## src/rtl/core/inverse_pair_cancel_reducer_top_assert.svh

```systemverilog
// ----------------------------------------------------------------------------
// Assertion macros for the inverse pair cancel reducer
// Clocked implication checks, reset disables them.
// ----------------------------------------------------------------------------
`ifndef INVERSE_PAIR_CANCEL_REDUCER_TOP_ASSERT_SVH
`define INVERSE_PAIR_CANCEL_REDUCER_TOP_ASSERT_SVH

// same-cycle implication
`define IPCR_ASSERT_IMPL(name, clk, rst, ante, cons, msg) \
  name: assert property (@(posedge clk) disable iff (rst) (ante) |-> (cons)) \
    else $error(msg);

// next-cycle implication
`define IPCR_ASSERT_NEXT(name, clk, rst, ante, cons, msg) \
  name: assert property (@(posedge clk) disable iff (rst) (ante) |=> (cons)) \
    else $error(msg);

`endif

```

## src/rtl/core/ipcr_pkg.sv

```systemverilog
// ----------------------------------------------------------------------------
// ipcr_pkg
// Types, constants and the inverse symbol lookup of the cancel reducer.
// ----------------------------------------------------------------------------
package ipcr_pkg;

  localparam int unsigned STACK_DEPTH = 64;
  localparam int unsigned QUEUE_DEPTH = 4;

  localparam logic [7:0] SYM_PLUS  = 8'h2B;
  localparam logic [7:0] SYM_MINUS = 8'h2D;
  localparam logic [7:0] SYM_OPEN  = 8'h5B;
  localparam logic [7:0] SYM_CLOSE = 8'h5D;
  localparam logic [7:0] SYM_LT    = 8'h3C;
  localparam logic [7:0] SYM_GT    = 8'h3E;

  typedef struct packed {
    logic [7:0] symbol;
    logic       symbol_valid;
    logic       end_of_program;
  } item_t;

  typedef struct packed {
    logic [7:0] out_symbol;
    logic       out_last;
    logic       result_empty;
    logic       overflowed;
  } result_t;

  typedef struct packed {
    logic       has_inv;
    logic [7:0] inv_top;
  } inv_t;

  typedef struct packed {
    logic [7:0] symbol;
    logic       symbol_valid;
    logic       end_of_program;
    logic       has_inv;
    logic [7:0] inv_top;
  } op_t;

  // stack top that an incoming symbol cancels
  function automatic inv_t inverse_of(input logic [7:0] s);
    inv_t r;
    r.has_inv = 1'b1;
    r.inv_top = 8'h00;
    unique case (s)
      SYM_MINUS: r.inv_top = SYM_PLUS;
      SYM_PLUS:  r.inv_top = SYM_MINUS;
      SYM_CLOSE: r.inv_top = SYM_OPEN;
      SYM_GT:    r.inv_top = SYM_LT;
      SYM_LT:    r.inv_top = SYM_GT;
      default:   r.has_inv = 1'b0;
    endcase
    return r;
  endfunction

endpackage

```

## src/rtl/core/inverse_pair_cancel_reducer_top.sv

```systemverilog
// ----------------------------------------------------------------------------
// inverse_pair_cancel_reducer_top
// Reduces a byte program by cancelling inverse symbol pairs on a stack.
// ----------------------------------------------------------------------------
// Input channel item/item_valid/item_ready carries one program byte per
// transfer, with symbol_valid and end_of_program flags. Items with neither
// flag set are dropped. Output channel result/result_valid/result_ready
// returns the reduced program, bottom of stack first, out_last on the final
// byte; an empty program gives one transfer with result_empty set.
// Throughput: one item per cycle while the stack unit is in RUN; a cancel
// that leaves one or more entries passes through REFILL to reload the cached
// top from the stack memory. The drain after an end marker passes through
// DRAIN_RD and DRAIN, one memory read per stored entry (one read when empty).
// The first result is loaded from DRAIN after DRAIN_RD reads the bottom entry.
// A four-entry queue lets input continue while the stack unit is busy.
// A stalled receiver holds the result register and pauses the drain; input
// is taken until the queue fills. Reset empties the stack, the queue and
// the overflow flag; no clearing pass is needed.
// ----------------------------------------------------------------------------
module inverse_pair_cancel_reducer_top #(
  parameter int unsigned STACK_DEPTH = ipcr_pkg::STACK_DEPTH
) (
  input  logic              clk,
  input  logic              rst,
  input  ipcr_pkg::item_t   item,
  input  logic              item_valid,
  output logic              item_ready,
  output ipcr_pkg::result_t result,
  output logic              result_valid,
  input  logic              result_ready
);

  ipcr_pkg::op_t front_op;
  logic          front_valid;
  logic          front_ready;
  ipcr_pkg::op_t queue_op;
  logic          queue_valid;
  logic          queue_ready;

  ipcr_front u_front (
    .item       (item),
    .item_valid (item_valid),
    .item_ready (item_ready),
    .op         (front_op),
    .op_valid   (front_valid),
    .op_ready   (front_ready)
  );

  ipcr_fifo u_fifo (
    .clk      (clk),
    .rst      (rst),
    .wr_data  (front_op),
    .wr_valid (front_valid),
    .wr_ready (front_ready),
    .rd_data  (queue_op),
    .rd_valid (queue_valid),
    .rd_ready (queue_ready)
  );

  ipcr_back #(
    .STACK_DEPTH (STACK_DEPTH)
  ) u_back (
    .clk          (clk),
    .rst          (rst),
    .op           (queue_op),
    .op_valid     (queue_valid),
    .op_ready     (queue_ready),
    .result       (result),
    .result_valid (result_valid),
    .result_ready (result_ready)
  );

endmodule

```

## src/rtl/core/ipcr_front.sv

```systemverilog
// ----------------------------------------------------------------------------
// ipcr_front
// Accepts input items, drops empty ones and tags each symbol with its inverse.
// ----------------------------------------------------------------------------
module ipcr_front (
  input  ipcr_pkg::item_t item,
  input  logic            item_valid,
  output logic            item_ready,
  output ipcr_pkg::op_t   op,
  output logic            op_valid,
  input  logic            op_ready
);

  ipcr_pkg::inv_t inv;

  assign inv = ipcr_pkg::inverse_of(item.symbol);

  assign item_ready = op_ready;
  assign op_valid   = item_valid && (item.symbol_valid || item.end_of_program);

  always_comb begin
    op.symbol         = item.symbol;
    op.symbol_valid   = item.symbol_valid;
    op.end_of_program = item.end_of_program;
    op.has_inv        = inv.has_inv;
    op.inv_top        = inv.inv_top;
  end

endmodule

```

## src/rtl/core/ipcr_fifo.sv

```systemverilog
// ----------------------------------------------------------------------------
// ipcr_fifo
// Short queue of classified items between front and back.
// ----------------------------------------------------------------------------
module ipcr_fifo (
  input  logic          clk,
  input  logic          rst,
  input  ipcr_pkg::op_t wr_data,
  input  logic          wr_valid,
  output logic          wr_ready,
  output ipcr_pkg::op_t rd_data,
  output logic          rd_valid,
  input  logic          rd_ready
);

  localparam int unsigned DEPTH = ipcr_pkg::QUEUE_DEPTH;
  localparam int unsigned PTR_W = $clog2(DEPTH);
  localparam int unsigned CNT_W = $clog2(DEPTH + 1);

  ipcr_pkg::op_t    entry [DEPTH];
  logic [PTR_W-1:0] wr_ptr;
  logic [PTR_W-1:0] rd_ptr;
  logic [CNT_W-1:0] fill;
  logic             push;
  logic             pop;

  assign wr_ready = fill != CNT_W'(DEPTH);
  assign rd_valid = fill != '0;
  assign rd_data  = entry[rd_ptr];
  assign push     = wr_valid && wr_ready;
  assign pop      = rd_valid && rd_ready;

  always_ff @(posedge clk) begin
    if (push) begin
      entry[wr_ptr] <= wr_data;
    end
  end

  always_ff @(posedge clk) begin
    if (rst) begin
      wr_ptr <= '0;
      rd_ptr <= '0;
      fill   <= '0;
    end else begin
      if (push) begin
        wr_ptr <= (wr_ptr == PTR_W'(DEPTH - 1)) ? '0 : wr_ptr + PTR_W'(1);
      end
      if (pop) begin
        rd_ptr <= (rd_ptr == PTR_W'(DEPTH - 1)) ? '0 : rd_ptr + PTR_W'(1);
      end
      if (push && !pop) begin
        fill <= fill + CNT_W'(1);
      end else if (pop && !push) begin
        fill <= fill - CNT_W'(1);
      end
    end
  end

endmodule

```

## src/rtl/core/ipcr_back.sv

```systemverilog
// ----------------------------------------------------------------------------
// ipcr_back
// Symbol stack with cached top, cancel, push or overflow per symbol, drain on end marker.
// ----------------------------------------------------------------------------
`include "inverse_pair_cancel_reducer_top_assert.svh"

module ipcr_back #(
  parameter int unsigned STACK_DEPTH = ipcr_pkg::STACK_DEPTH
) (
  input  logic              clk,
  input  logic              rst,
  input  ipcr_pkg::op_t     op,
  input  logic              op_valid,
  output logic              op_ready,
  output ipcr_pkg::result_t result,
  output logic              result_valid,
  input  logic              result_ready
);

  localparam int unsigned IDX_W = $clog2(STACK_DEPTH);
  localparam int unsigned CNT_W = $clog2(STACK_DEPTH + 1);
  localparam logic [CNT_W-1:0] FULL = CNT_W'(STACK_DEPTH);

  typedef enum logic [3:0] {
    RUN      = 4'b0001,
    REFILL   = 4'b0010,
    DRAIN_RD = 4'b0100,
    DRAIN    = 4'b1000
  } state_t;

  state_t            state, state_next;
  logic [CNT_W-1:0]  count, count_next;
  logic              ovf, ovf_next;
  logic [7:0]        top, top_next;
  logic [IDX_W-1:0]  idx, idx_next;

  logic [7:0]        mem [STACK_DEPTH];
  logic [7:0]        rdata;
  logic              we;
  logic [IDX_W-1:0]  waddr;
  logic              re;
  logic [IDX_W-1:0]  raddr;

  logic              do_cancel;
  logic              do_push;
  logic              set_ovf;
  logic              out_free;
  logic              at_last;
  logic              load;
  ipcr_pkg::result_t load_data;

  assign do_cancel = op.symbol_valid && op.has_inv && (count != '0) && (top == op.inv_top);
  assign do_push   = op.symbol_valid && !do_cancel && (count != FULL);
  assign set_ovf   = op.symbol_valid && !do_cancel && (count == FULL);
  assign out_free  = !result_valid || result_ready;
  assign at_last   = (CNT_W'(idx) + CNT_W'(1)) == count;

  always_comb begin
    state_next = state;
    count_next = count;
    ovf_next   = ovf;
    top_next   = top;
    idx_next   = idx;
    we         = 1'b0;
    waddr      = IDX_W'(count);
    re         = 1'b0;
    raddr      = idx;
    op_ready   = 1'b0;
    load       = 1'b0;
    load_data  = '0;
    unique case (state)
      RUN: begin
        op_ready = 1'b1;
        if (op_valid) begin
          if (do_cancel) begin
            count_next = count - CNT_W'(1);
          end else if (do_push) begin
            we         = 1'b1;
            count_next = count + CNT_W'(1);
            top_next   = op.symbol;
          end else if (set_ovf) begin
            ovf_next = 1'b1;
          end
          if (op.end_of_program) begin
            idx_next   = '0;
            state_next = DRAIN_RD;
          end else if (do_cancel && (count > CNT_W'(1))) begin
            re         = 1'b1;
            raddr      = IDX_W'(count - CNT_W'(2));
            state_next = REFILL;
          end
        end
      end
      REFILL: begin
        top_next   = rdata;
        state_next = RUN;
      end
      DRAIN_RD: begin
        re         = 1'b1;
        state_next = DRAIN;
      end
      DRAIN: begin
        if (out_free) begin
          load                 = 1'b1;
          load_data.overflowed = ovf;
          if (count == '0) begin
            load_data.out_last     = 1'b1;
            load_data.result_empty = 1'b1;
          end else begin
            load_data.out_symbol = rdata;
            load_data.out_last   = at_last;
          end
          if ((count == '0) || at_last) begin
            count_next = '0;
            ovf_next   = 1'b0;
            state_next = RUN;
          end else begin
            idx_next = idx + IDX_W'(1);
            re       = 1'b1;
            raddr    = idx + IDX_W'(1);
          end
        end
      end
      default: begin
        state_next = RUN;
      end
    endcase
  end

  always_ff @(posedge clk) begin
    if (we) begin
      mem[waddr] <= op.symbol;
    end
  end

  always_ff @(posedge clk) begin
    if (re) begin
      rdata <= mem[raddr];
    end
  end

  always_ff @(posedge clk) begin
    if (rst) begin
      state        <= RUN;
      count        <= '0;
      ovf          <= 1'b0;
      result_valid <= 1'b0;
    end else begin
      state <= state_next;
      count <= count_next;
      ovf   <= ovf_next;
      if (load) begin
        result_valid <= 1'b1;
      end else if (result_ready) begin
        result_valid <= 1'b0;
      end
    end
  end

  always_ff @(posedge clk) begin
    top <= top_next;
    idx <= idx_next;
    if (load) begin
      result <= load_data;
    end
  end

  `IPCR_ASSERT_IMPL(a_count_bound, clk, rst, 1'b1, count <= FULL, "stack count beyond depth")
  `IPCR_ASSERT_NEXT(a_drain_clears, clk, rst, load && load_data.out_last, count == '0 && !ovf && state == RUN, "drain end did not clear stack")
  `IPCR_ASSERT_IMPL(a_ovf_when_full, clk, rst, $rose(ovf), $past(count) == FULL, "overflow set below full stack")
  `IPCR_ASSERT_IMPL(a_empty_shape, clk, rst, result_valid && result.result_empty, result.out_last && result.out_symbol == 8'h00, "malformed empty result")

endmodule
```

## config.mk

```make
export PLATFORM = sky130hd
export DESIGN_NAME = inverse_pair_cancel_reducer_top
export DESIGN_NICKNAME = d
export VERILOG_FILES = /design/src/rtl/core/ipcr_pkg.sv /design/src/rtl/core/inverse_pair_cancel_reducer_top.sv /design/src/rtl/core/ipcr_front.sv /design/src/rtl/core/ipcr_fifo.sv /design/src/rtl/core/ipcr_back.sv
export VERILOG_INCLUDE_DIRS = /design/src /design/src/rtl/core
export SDC_FILE = /design/constraint.sdc
export NUM_CORES = 1
export LEC_CHECK = 0
export ABC_CLOCK_PERIOD_IN_PS = 5000
export CAP_MARGIN = 40
export CELL_PAD_IN_SITES_DETAIL_PLACEMENT = 1
export CELL_PAD_IN_SITES_GLOBAL_PLACEMENT = 1
export CORE_MARGIN = 2
export CORE_UTILIZATION = 50
export DETAILED_ROUTE_END_ITERATION = 8
export DONT_BUFFER_PORTS = 1
export MAX_ROUTING_LAYER = met4
export PLACE_DENSITY_LB_ADDON = 0.2
export SYNTH_ARGS = -nofsm -noshare
export SYNTH_HDL_FRONTEND = slang
export SYNTH_SLANG_ARGS = --single-unit
```

## constraint.sdc

```tcl
create_clock -name clk -period 5 [get_ports clk]
set_input_delay 1 -clock clk [delete_from_list [all_inputs] [get_ports clk]]
set_output_delay 1 -clock clk [all_outputs]
set_load 0.01 [all_outputs]
```

# Yosys cells after proc, flatten, opt, wreduce, memory -nomap -nowiden
# Memories as Yosys holds them, arrays and structs flattened. A register that Yosys moved wholly into a read port is not among the register bits.
# Index checks and enable logic that the tools add are counted.
[totals]
register_bits = 45
ram_bits = 584
in_bits = 14
mem_count = 2
[memory_table]
columns = ["name", "words", "width", "rd", "rd_ports_with_merged_regs", "wr", "line_no", "rtl"]
rows = [
  ["u_back.mem", 64, 8, 1, 1, 1, "ipcr_back.sv:37", "logic [7:0] mem [STACK_DEPTH];"],
  ["u_fifo.entry", 4, 18, 1, 1, 1, "ipcr_fifo.sv:20", "ipcr_pkg::op_t entry [DEPTH];"],
]
[op_classes]
addsub = 9
magnitude_cmp = 1
eq_ne = 26
mux = 61
n_bitwise = 2
n_reduce_logical = 34
[op_table]
columns = ["op", "count"]
rows = [
  ["$mux 6", 7],
  ["$mux 7", 5],
  ["$pmux 7 s5", 1],
  ["$eq 8x6->1 const B", 4],
  ["$mux 1", 27],
  ["$mux 8", 3],
  ["$pmux 6 s2", 2],
  ["$mux 4", 5],
  ["$pmux 8 s2", 1],
  ["$pmux 7 s2", 1],
  ["$logic_and 1x1->1", 12],
  ["$pmux 4 s3", 1],
  ["$eq 8x7->1 const B", 1],
  ["$eq 8x8->1", 1],
  ["$mux 2", 4],
  ["$ne 2x1->1 const B", 4],
  ["$ne 2x2->1 const B", 4],
  ["$reduce_and 4->1", 2],
  ["$reduce_bool 2->1", 4],
  ["$add 6x1->7 const B", 1],
  ["$add 7x1->7 const B", 1],
  ["$eq 7x7->1", 1],
  ["$eq 7x7->1 const B", 1],
  ["$gt 7x1->1 const B", 1],
  ["30 further kinds", 39],
]

# Logic depth before layout (Yosys ltp)
[logic_depth]
ltp_word = 12
ltp_mapped = 18

# Hierarchy
# A second synthesis with hierarchy kept.
[hier_totals]
hier_cells = 1680
hier_area_um2 = 26993.4
[by_module_without_submodules]
columns = ["mod", "n_inst", "cells_per_inst", "area_each_um2"]
rows = [
  ["ipcr_back", 1, 1500, 23530.1],
  ["ipcr_fifo", 1, 147, 3218.1],
  ["ipcr_front", 1, 33, 245.2],
]

# Worst setup path after synthesis
# No wires, ideal clock.
[synth_path]
path_type = "reg-to-reg"
from = "register u_back.count[0]"
to = "register u_back.rdata[1], read port of u_back.mem, data pin"
setup_ns = 0.269
t_arrival_ns = 3.490
required_ns = 4.731
slack_ns = 1.241
stages_incl_launch_ff = 19
path_buffers = 4
synth_period_minus_slack_ns = 3.759
path_cell_list = "dfxtp_1 clkbuf_1 inv_1 ha_1 or3b_1 o41a_1 o211ai_2 nor4_2 nor2_2 o21ai_1 nand2_1 buf_4 buf_2 buf_2 mux2i_1 o22ai_1 nor4_1 a2bb2oi_1 o31ai_1"
[synth_between]
elab_chain_len = 8
[synth_lines]
columns = ["element", "line_no", "rtl"]
rows = [
  ["start, declared", "ipcr_back.sv:32", "logic [CNT_W-1:0] count, count_next;"],
  ["start signal, assigned", "ipcr_back.sv:150", "count <= count_next;"],
  ["parallel branches: the longest is 8 deep, another holds $gt 7x1->1", "-", ""],
  ["end, declared", "ipcr_back.sv:38", "logic [7:0] rdata;"],
]
# Parallel ways; which one is timed is not known.
# A chain may end at the register's enable or synchronous reset.

# Worst setup path after layout
[layout_path]
from = "register u_back.idx[0]"
to = "register u_back.rdata[5], read port of u_back.mem, data pin"
[layout_between]
elab_chain_len = 6
[layout_lines]
columns = ["element", "line_no", "rtl"]
rows = [
  ["start, declared", "ipcr_back.sv:35", "logic [IDX_W-1:0] idx, idx_next;"],
  ["start signal, assigned", "ipcr_back.sv:162", "idx <= idx_next;"],
  ["$add 6x1->7", "ipcr_back.sv:56", "assign at_last = (CNT_W'(idx) + CNT_W'(1)) == count;"],
  ["$eq 7x7->1", "ipcr_back.sv:56", ""],
  ["$logic_or 1x1->1", "ipcr_back.sv:113", "if ((count == '0) || at_last) begin"],
  ["$mux 1 / $mux 6 (equally long branches)", "ipcr_back.sv:113", ""],
  ["$mux 1 / $mux 6 (equally long branches)", "ipcr_back.sv:103", "if (out_free) begin"],
  ["$pmux 1 s3 / $pmux 6 s2 (equally long branches)", "ipcr_back.sv:71", "unique case (state)"],
]
# Parallel ways exist; a longest one is shown, timed or not.

==> out/qor.yml <==
ys_ff_latch: 639
insertion_delay_ps: 600
cp_num_cells: 15
drive_above_1_share_pct: 15.60
yosysSeqAreaShare_pct: 73.30
pwr_density_cell_nw_per_um2: 535.4
avgSynthCellArea_um2: 16.66
antenna_found_initial: 1
rr_startpoint: "u_back.idx[0]"
core_um2: 51200
cts_tree: "done"
fin_ws_ps: 143.5
antenna_cells: 0
ctsHoldBuffers: 0
route.detailed.drc: 0
viasPerCell: 6.013
hold_path_class: "input port to flip-flop"
cts_setup_buffers: 0
dieWidth_um: 231.5
synthCells: 1553
yosys_warnings: 0
root_buffer: "clkbuf_16"
drtIter0Drc: 1414
rsz0062_at_grt: "false"
crit_buf_inv: 2
cp-endpoint: "u_back.rdata[5]"
firstDrtPassIters: 5
synth_edf_count: 617
vias: 14380
fin_skew_ps: 24.39
synth_top_family_by_area: "multiplexers"
synth_cell_types: 69
drv_slew: 0
synthMuxAreaShare_pct: 12.13
grt_usage_pct: 26.10
finalSetupViolCount: 0
rrSetupSlack_ps: 140
port_buffers: 0
grt_pass1_wl_mm: 98.81
tightestPinTransition_ps: 900.8
routed_wirelength_mm: 66.71
worst_r2r_path_depth: 15
crit_chain: "ha_1, and2_1, a211o_1, a31o_2, a31oi_2, nand2_2, o32a_1, nand2_4, buf_16, buf_4, mux2i_1, o22ai_1, or4_1, a2bb2oi_2, o31ai_1"
hold_viol: 0
rows: 83
outcome: "finished, final reports clean"
synthSimpleGateAreaFrac_pct: 5.348
critPathCaptureType: "flip-flop"
syn-num-nets: 1583
gp_congestion: 0.8289
crit_slowest_cell: "or4_1"
grt_max_degree: 66
fmaxAchievable_mhz: 205.9
ios: 27
layout.nets: 1693
syn-cell-area_um2: 25880
r2r_end: "u_back.rdata[5]"
vdd_drop_max_mv: 0.3809
cp-start-kind: "flip-flop"
h-tree-depth: 3
ys_dominant_reg_cell: "edfxtp_1"
maxCapViolCount: 0
power_mw: 15.83
clockBufferDepth: 3
numCtsBuffers: 68
finalCoreUtilization_pct: 57.76
synth_fa_ha_area_share_pct: 0.8026
area_growth_pct: 14.27
fin_crit_ps: 4856
synth-xor-area-share_pct: 0.9815
crit_required_ps: 5320
wire_per_inst_um: 27.89
initial_core_util_pct: 50.54
die_y_um: 231.5
first_global_vias: 15120
cellLeakagePower_nw: 10.06
drtAntennaViolNets: 0
cp.arrival_ps: 5170
place_ws_ps: -62.74
synth_compound_gate_area_share_pct: 5.565
startpoint: "u_back.idx[0]"
grt_overflow_total: 0
cts_sinks: 639
dp_hpwl_mm: 41.57
critPathMaxStageDelay_ps: 610
dieArea_um2: 53590
path_clk_slew_ps: 60
crit_type: "flip-flop to flip-flop"
crit_family: "compound AO/OA/AOI/OAI gates"
crit_fanout: 47
fin_crit_sh_pct: 97.13
slew_headroom_pct: 39.95
ys_async_sr_fraction_pct: 0
==> where the power goes <==
| part | leakage, nW | total (mW) | internal (mW) | switching, mW |
|---|---|---|---|---|
| logic | 3.30 | 4.07 | 1.37 | 2.70 |
| registers | 5.72 | 6.85 | 6.73 | 0.112 |
| clock network | 1.04 | 4.92 | 2.88 | 2.03 |
| total | 10.1 | 15.8 | 11.0 | 4.85 |
==> registers in the layout (all words and copies together) (netlist names), 2 cells and up, named ones only <==
register	flops
u_back.state	4
u_fifo.entry	72
u_back.rdata	8
u_back.count	7
u_back.idx	6
u_back.result	11
u_fifo.rd_ptr	2
u_fifo.fill	3
u_back.top	8
u_fifo.wr_ptr	2
u_back.mem	512
==> synth_stat cells (4+ instances only) <==
| library cell | instances | area (um^2) |
|---|---|---|
| or4_1 | 9 | 67.56 |
| buf_4 | 13 | 97.59 |
| and3_1 | 4 | 25.02 |
| nand2_1 | 42 | 157.7 |
| nand3_1 | 13 | 65.06 |
| nor4_1 | 25 | 156.4 |
| buf_2 | 30 | 150.1 |
| o21ai_0 | 29 | 145.1 |
| and2_1 | 17 | 106.4 |
| mux2i_1 | 263 | 2633 |
| o22ai_1 | 96 | 600.6 |
| or2_2 | 5 | 31.28 |
| mux2_2 | 10 | 112.6 |
| xor2_1 | 8 | 70.07 |
| nor2b_1 | 7 | 43.79 |
| o21ai_1 | 16 | 80.08 |
| mux4_2 | 17 | 382.9 |
| buf_1 | 5 | 18.77 |
| o22a_1 | 16 | 140.1 |
| nor3_1 | 11 | 55.05 |
| a2bb2oi_1 | 7 | 61.31 |
| dfxtp_1 | 22 | 440.4 |
| xnor2_1 | 21 | 183.9 |
| ha_1 | 15 | 187.7 |
| edfxtp_1 | 617 | 18530 |
| a21oi_1 | 13 | 65.06 |
| nand2b_1 | 5 | 31.28 |
| o31ai_1 | 7 | 52.55 |
| inv_1 | 12 | 45.04 |
| or3_1 | 9 | 56.30 |
| nor2_1 | 109 | 409.1 |
| clkbuf_1 | 22 | 82.58 |
| buf_6 | 8 | 90.09 |
==> through the flow <==
step | instances | setup TNS (ps) | hold slack, ps | instance area, um^2
floorplan | 1553 | 0 | 428.6 | 25880
global placement | 2266 | 0 | 467.8 | 27260
detailed placement | 2272 | -62.74 | 488.6 | 27340
CTS | 2391 | 0 | 438.8 | 29510
global route | 2392 | 0 | 445.4 | 29570
finish | 2392 | 0 | 463.8 | 29570
==> per-layer routing <==
| metal | track usage (%) | up-vias | share of wire, % |
|---|---|---|---|
| met5 | - | - | 0 |
| met4 | 7.923 | 0 | 2.3 |
| met3 | 3.863 | 84 | 6.5 |
| met2 | 41.00 | 470 | 48 |
| met1 | 35.53 | 7499 | 43 |
| li1 | - | 6330 | - |
==> repair_timing <==
action,in CTS,in global routing
pin swaps,0,1
gates cloned,0,1
setup endpoints to repair,4,5
resized for setup,4,4
endpoints found under the hold margin,0,0
==> cell usage in the layout, fill, tap and decap left out, types with 15 or more instances in the layout <==
cell type,n
dfxtp_1,22
o22a_1,16
nor2_1,109
mux2i_1,263
o21ai_1,16
xnor2_1,21
buf_4,103
o22ai_1,96
clkbuf_1,16
edfxtp_1,617
o21ai_0,29
ha_1,15
and2_1,17
clkinv_1,15
nor4_1,21
nand2_1,41
mux4_2,17
clkbuf_16,72
==> cells by family after synthesis <==
logic type / count (synthesis)
xor gates and xnor gates: 29
and+or+nand+nor: 276
adders and majority gates: 16
DFF: 639
buffers and inverters: 90
muxes: 291
AOI/OAI and AO/OA: 212
==> final cells by class <==
type	count	area, um^2
inverter	12	45.04
clock inverter	30	289.0
tap	680	850.8
sequential	639	18970
multi-input combinational	824	6479
fill	4531	21630
clock buffer	89	1864
timing repair buffer	118	1074
==> worst min-delay path by stage <==
stage                           from          endpoint  slack [ps]  depth (start not counted)
detailed placement  u_fifo.rd_ptr[1]  u_fifo.rd_ptr[1]         490                          2
global route                     rst  u_fifo.wr_ptr[0]         450                          1
finish                           rst  u_fifo.wr_ptr[1]         460                          1
CTS                              rst  u_fifo.wr_ptr[1]         440                          1
floorplan                 u_back.ovf        u_back.ovf         430                          2
global placement    u_fifo.rd_ptr[1]  u_fifo.rd_ptr[1]         470                          2
==> worst register-to-register path, stage by stage, from the launching register on <==
cell and delay [ps]:
edfxtp_1 510, ha_1 300, and2_1 180, a211o_1 280, a31o_2 210, a31oi_2 330, nand2_2 170, o32a_1 350
nand2_4 240, buf_16 330, buf_4 340, mux2i_1 200, o22ai_1 90, or4_1 610, a2bb2oi_2 300, o31ai_1 130
Note: power is estimated with default switching activity, not from simulation.
